### src/mlsa_warped_cascade_filter_assert.svh
`ifndef MLSA_WARPED_CASCADE_FILTER_ASSERT_SVH
`define MLSA_WARPED_CASCADE_FILTER_ASSERT_SVH
// Assertion helpers for the RTL.
`define MWC_ASSERT_IMP(label, clk, rst_n, a, c) \
	label: assert property (@(posedge clk) disable iff (!rst_n) (a) |-> (c)) \
		else $error("assertion failed");
`define MWC_ASSERT_NXT(label, clk, rst_n, a, c) \
	label: assert property (@(posedge clk) disable iff (!rst_n) (a) |=> (c)) \
		else $error("assertion failed");
`endif

### src/mwc_pkg.sv
package mwc_pkg;
	localparam int DEF_MAX_ORDER = 40;
	localparam int DEF_MAX_PADE  = 5;
	localparam int DW = 40;
	localparam int SW = 32;
	localparam int MW = 64;

	localparam logic [1:0] OP_FILT = 2'd0;
	localparam logic [1:0] OP_CEP  = 2'd1;
	localparam logic [1:0] OP_PADE = 2'd2;
	localparam logic [1:0] OP_RSVD = 2'd3;

	localparam logic [1:0] REG_ALPHA = 2'd0;
	localparam logic [1:0] REG_PADE  = 2'd1;
	localparam logic [1:0] REG_ORDER = 2'd2;

	localparam logic signed [24:0] ALPHA_RST = 25'sd7046431;
	localparam logic signed [24:0] ALPHA_LIM = 25'sd16777215;

	// Operand request to the shared multiplier and its result.
	typedef struct packed {
		logic                 go;
		logic signed [DW+1:0] a;
		logic signed [SW-1:0] b;
	} mul_req_t;

	typedef struct packed {
		logic                 done;
		logic signed [MW-1:0] p;
	} mul_rsp_t;

	function automatic logic signed [DW-1:0] sat40(input logic signed [MW-1:0] v);
		logic signed [MW-1:0] hi;
		logic signed [MW-1:0] lo;
		hi = (MW'(1) <<< (DW - 1)) - MW'(1);
		lo = -(MW'(1) <<< (DW - 1));
		if (v > hi) return hi[DW-1:0];
		if (v < lo) return lo[DW-1:0];
		return v[DW-1:0];
	endfunction
endpackage

### src/mwc_mul.sv
// Sequential multiplier: round-half-up (a*b)/2^24, four bits of b per cycle.
module mwc_mul (
	input  logic              clk,
	input  logic              arst_n,
	input  mwc_pkg::mul_req_t req,
	output mwc_pkg::mul_rsp_t rsp
);
	import mwc_pkg::*;

	localparam int STEPS = SW / 4;
	// Wide enough for the full product of a 42-bit and a 32-bit operand.
	localparam int XW = MW + 16;

	logic signed [XW-1:0] acc_q;
	logic signed [XW-1:0] a_q;
	logic        [SW-1:0] b_q;
	logic        [3:0]    cnt_q;
	logic                 busy_q;
	logic                 done_q;
	logic signed [XW-1:0] part;
	logic signed [XW-1:0] full;

	always_comb begin
		part = a_q * $signed({1'b0, b_q[3:0]});
		if (cnt_q == 4'(STEPS - 1))
			part = -(a_q * $signed({1'b0, b_q[3]})) * 8 + a_q * $signed({2'b0, b_q[2:0]});
	end

	assign full = acc_q + (part <<< (4 * cnt_q));

	always_ff @(posedge clk or negedge arst_n) begin
		if (!arst_n) begin
			busy_q <= 1'b0;
			done_q <= 1'b0;
			cnt_q  <= '0;
		end else begin
			done_q <= 1'b0;
			if (req.go) begin
				busy_q <= 1'b1;
				cnt_q  <= '0;
				acc_q  <= XW'(1) <<< 23;
				a_q    <= XW'(req.a);
				b_q    <= req.b;
			end else if (busy_q) begin
				acc_q <= full;
				b_q   <= b_q >> 4;
				cnt_q <= cnt_q + 4'd1;
				if (cnt_q == 4'(STEPS - 1)) begin
					busy_q <= 1'b0;
					done_q <= 1'b1;
				end
			end
		end
	end

	assign rsp.done = done_q;
	assign rsp.p    = MW'(acc_q >>> 24);
endmodule

### config.mk
export PLATFORM = sky130hd
export DESIGN_NAME = mwc_mul
export DESIGN_NICKNAME = d
export VERILOG_FILES = /design/src/mlsa_warped_cascade_filter_assert.svh /design/src/mwc_pkg.sv /design/src/mwc_mul.sv
export SDC_FILE = /design/constraint.sdc
export NUM_CORES = 1
export LEC_CHECK = 0
export ABC_AREA = 1
export ABC_CLOCK_PERIOD_IN_PS = 17300
export BUFFER_PORTS_ARGS = -buffer_cell sky130_fd_sc_hd__buf_4
export CORE_MARGIN = 1
export CORE_UTILIZATION = 60
export DETAILED_ROUTE_END_ITERATION = 10
export MAX_ROUTING_LAYER = met4
export PLACE_DENSITY = 0.78
export SETUP_SLACK_MARGIN = 0.3
export SLEW_MARGIN = 20
export SYNTH_ARGS = -nofsm -noshare
export SYNTH_HDL_FRONTEND = slang
export SYNTH_SLANG_ARGS = --single-unit
### constraint.sdc
create_clock -name clk -period 17.3 [get_ports clk]
set_input_delay 3.46 -clock clk [delete_from_list [all_inputs] [get_ports clk]]
set_output_delay 3.46 -clock clk [all_outputs]
set_load 0.05 [all_outputs]
==> impl_summary.log <==
INFO  metric setup_viol = 0
INFO  metric p_total = 6.23 mW
INFO  metric clock_tree_from_tritoncts = built
INFO  metric dpl_worst_slack = 7.87 ns
INFO  metric synth_warnings = 0
INFO  metric grt_pass1_vias = 32200
INFO  metric cp_data_arrival_time = 10.22 ns
INFO  metric finalCoreUtilization = 64.3%
INFO  metric drt_first_iter_violations = 4385
INFO  metric sequential_fraction_of_the_synthesis_area = 14.5%
INFO  metric drt_wl_total = 115000 um
INFO  metric root_buffer = sky130_fd_sc_hd__clkbuf_16
INFO  metric ctsResizeCount = 0
INFO  metric crit_slowest_cell = sky130_fd_sc_hd__fa_1
INFO  metric post_layout_net_count = 5762
INFO  metric global_route.usage.total = 42.8%
INFO  metric cts.repair_timing.setup_buffer_count = 0
INFO  metric hold-worst-slack = 0.512 ns
INFO  metric maxCapViolations = 0
INFO  metric ctsHtreeMaxLevel = 4
INFO  metric synth.top_cells.by_area = sky130_fd_sc_hd__edfxtp_1 (14%), sky130_fd_sc_hd__nand2_1 (14%), sky130_fd_sc_hd__inv_1 (12%), sky130_fd_sc_hd__ha_1 (12%), sky130_fd_sc_hd__fa_1 (11%)
INFO  metric outcome = completed
INFO  metric cts_inserted_buffers = 17
INFO  metric maxSlewViolCount = 0
INFO  metric filler_cell_count = 5092
INFO  metric timing.setup.tns = 0 ns
INFO  metric ff2ff_path_depth = 44
INFO  metric netlist_area = 33000 um2
INFO  metric clk_sinks = 160
INFO  metric globalplace.congestion = 1.09
INFO  metric global_route_overflow = 0
INFO  metric synth_cells = 5184
INFO  metric io_buffers = 141
INFO  metric layout_common_cells = sky130_fd_sc_hd__nand2_1 (1222), sky130_fd_sc_hd__inv_1 (1054), sky130_fd_sc_hd__nor2_1 (540)
INFO  metric chipHeight = 237 um
INFO  metric tcrit_tclk_final = 57.5%
INFO  metric grt_setup_unrepaired = no
INFO  metric required = 17.58 ns
INFO  metric mostFrequentLayoutCell = sky130_fd_sc_hd__nand2_1
INFO  metric worst_pin_slew = 1.06 ns
INFO  metric path_clk_slew = 0.11 ns
INFO  metric cell_repeated_most_along_the_worst_path = sky130_fd_sc_hd__nand2_1
INFO  metric floorplan.die_area = 55900 um2
INFO  metric synth_top_cell_by_area = sky130_fd_sc_hd__edfxtp_1
INFO  metric dr.pass1.iters = 8
INFO  metric reg2reg_slack = 7.36 ns
INFO  metric end_kind = flop
INFO  metric drc = 0
INFO  metric grt_pass1_wl = 180000 um
INFO  metric critPathLaunch = b_q[3]
INFO  metric crit-reg2reg-capture = acc_q[75]
INFO  metric vias = 34300
INFO  metric relSlewSlack = 29.1%
INFO  metric crit_path_max_incr_delay = 0.47 ns
INFO  metric worstSetupEndpoint = acc_q[75]
INFO  metric initial_core_util = 61.1%
INFO  metric final_critical_path_setup_slack = 7.36 ns
INFO  metric place.detailed.hpwl = 96000 um
INFO  metric synth-seq-cells = 160
INFO  metric viasPerCell = 5.82
INFO  metric timing_hold_violations_final = 0
INFO  metric detail-route-antenna-nets = 0
INFO  metric hold_path.class = flop to flop
INFO  metric cellLeakagePower = 19.0 nW
INFO  metric regToRegStartpoint = b_q[3]
INFO  metric postCtsHoldBufs = 0
INFO  metric max_freq = 101 MHz
INFO  metric max_fo_critical_path = 42
INFO  metric row_count = 85
INFO  metric path_class = flop to flop
INFO  metric period_minus_ws_final = 9.94 ns
INFO  metric synth-main-ff-cell = sky130_fd_sc_hd__edfxtp_1
INFO  metric synth_cell_types = 69
INFO  metric async_flop_share = 3.75%
INFO  metric synth.avg_cell_area = 6.36 um2
INFO  metric largest_net_degree_at_the_start_of_global_routing = 68
INFO  metric synth-edff-count = 154
INFO  metric io_pins = 142
INFO  metric drt-wirelength-per-cell = 19.5 um
INFO  metric ir_worst_vdd = 109 uV
INFO  metric area.growth.synth_to_final = 5.37%
INFO  metric drive_above_1_share = 5.72%
INFO  metric crit_path_start_kind = flop
INFO  metric mappedNetlistNets = 5766
INFO  metric coreArea = 54000 um2
INFO  metric grt_antenna_before_repair = 1
INFO  metric clock_skew = 0.0324 ns
INFO  metric die_x = 237 um
INFO  metric power_per_cell_area = 179 nW/um2
INFO  metric synth_top_cell_area_share = 14.0%
INFO  metric clock_tree_buf_depth = 2
INFO  metric clk_latency = 0.54 ns
## power breakdown
group | internal [mW] | switching [mW] | total, mW
registers | 0.588 | 0.108 | 0.696
logic | 1.60 | 3.48 | 5.08
clock network | 0.204 | 0.244 | 0.448
## cells in the mapped netlist (all sizes together), types with 4 or more instances
cell    number
or2         31
o21ba        5
nor2       550
dfrtp        6
xnor2       49
edfxtp     154
a21o        32
o211ai      24
o21a        35
o221ai       4
nand3b      14
xor2        70
nor3        38
fa         189
a21boi      10
nor4        11
nand4       32
o21bai      34
buf        105
o22ai        6
o21ai      301
a21oi      328
a221oi       6
nand2     1230
ha         316
a31oi       46
inv       1063
clkbuf      80
and2         6
nand3      383
## worst min-delay path by stage
stage,startpoint,to,slack (ns),depth (start not counted)
floorplan,b_q[4],b_q[0],0.49,2
CTS,b_q[31],b_q[27],0.51,2
finish,b_q[31],b_q[27],0.51,2
global placement,b_q[15],b_q[11],0.49,2
detailed placement,b_q[27],b_q[23],0.50,2
global route,b_q[31],b_q[27],0.53,2
## routing by layer
layer,track usage [%],wire length [um],vias up
met3,7.19,12100,184
met5,-,0,-
li1,-,-,16400
met1,59.0,49700,15900
met2,64.1,49800,1810
met4,12.8,3310,0
## cell type report
cell class / instances / area, um2 / share of cell area, %
Antenna cell: 3 / 7.51 / 0.0216
Tap cell: 696 / 871 / 2.50
Timing Repair Buffer: 162 / 1220 / 3.50
Multi-Input combinational cell: 3773 / 23200 / 66.9
Clock inverter: 15 / 220 / 0.633
Inverter: 1066 / 4000 / 11.5
Sequential cell: 160 / 4780 / 13.7
Clock buffer: 17 / 425 / 1.22
## cell families after synthesis
logic type	after synthesis	synth area share [%]
buffers and inverters	1251	15.1
AO/OA/AOI/OAI	849	15.0
XOR/XNOR	119	3.16
adder cells (fa/ha/maj)	505	23.5
AND/OR/NAND/NOR	2297	28.8
flip-flops	160	14.5
multiplexers	3	0.0910
## critical path: cells and delay by family (launching register included)
family	cells	cell delay, ns
buf+inv	5	0.73
flops	1	0.34
xor+xnor	2	0.40
fa+ha+maj	4	1.62
compound gates	13	3.09
simple gates	20	3.39
## metrics by stage
step / cells / area, um2
finish: 5892 / 34800
global route: 5889 / 34800
CTS: 5889 / 34800
detailed placement: 5857 / 34100
global placement: 5857 / 34100
floorplan: 5184 / 33000
## sequential cells by signal (all words and copies together) (netlist names)
register / cells
busy_q: 1
b_q: 32
a_q: 42
cnt_q: 4
acc_q: 80
done_q: 1
Note: power is estimated with default switching activity, not from simulation.
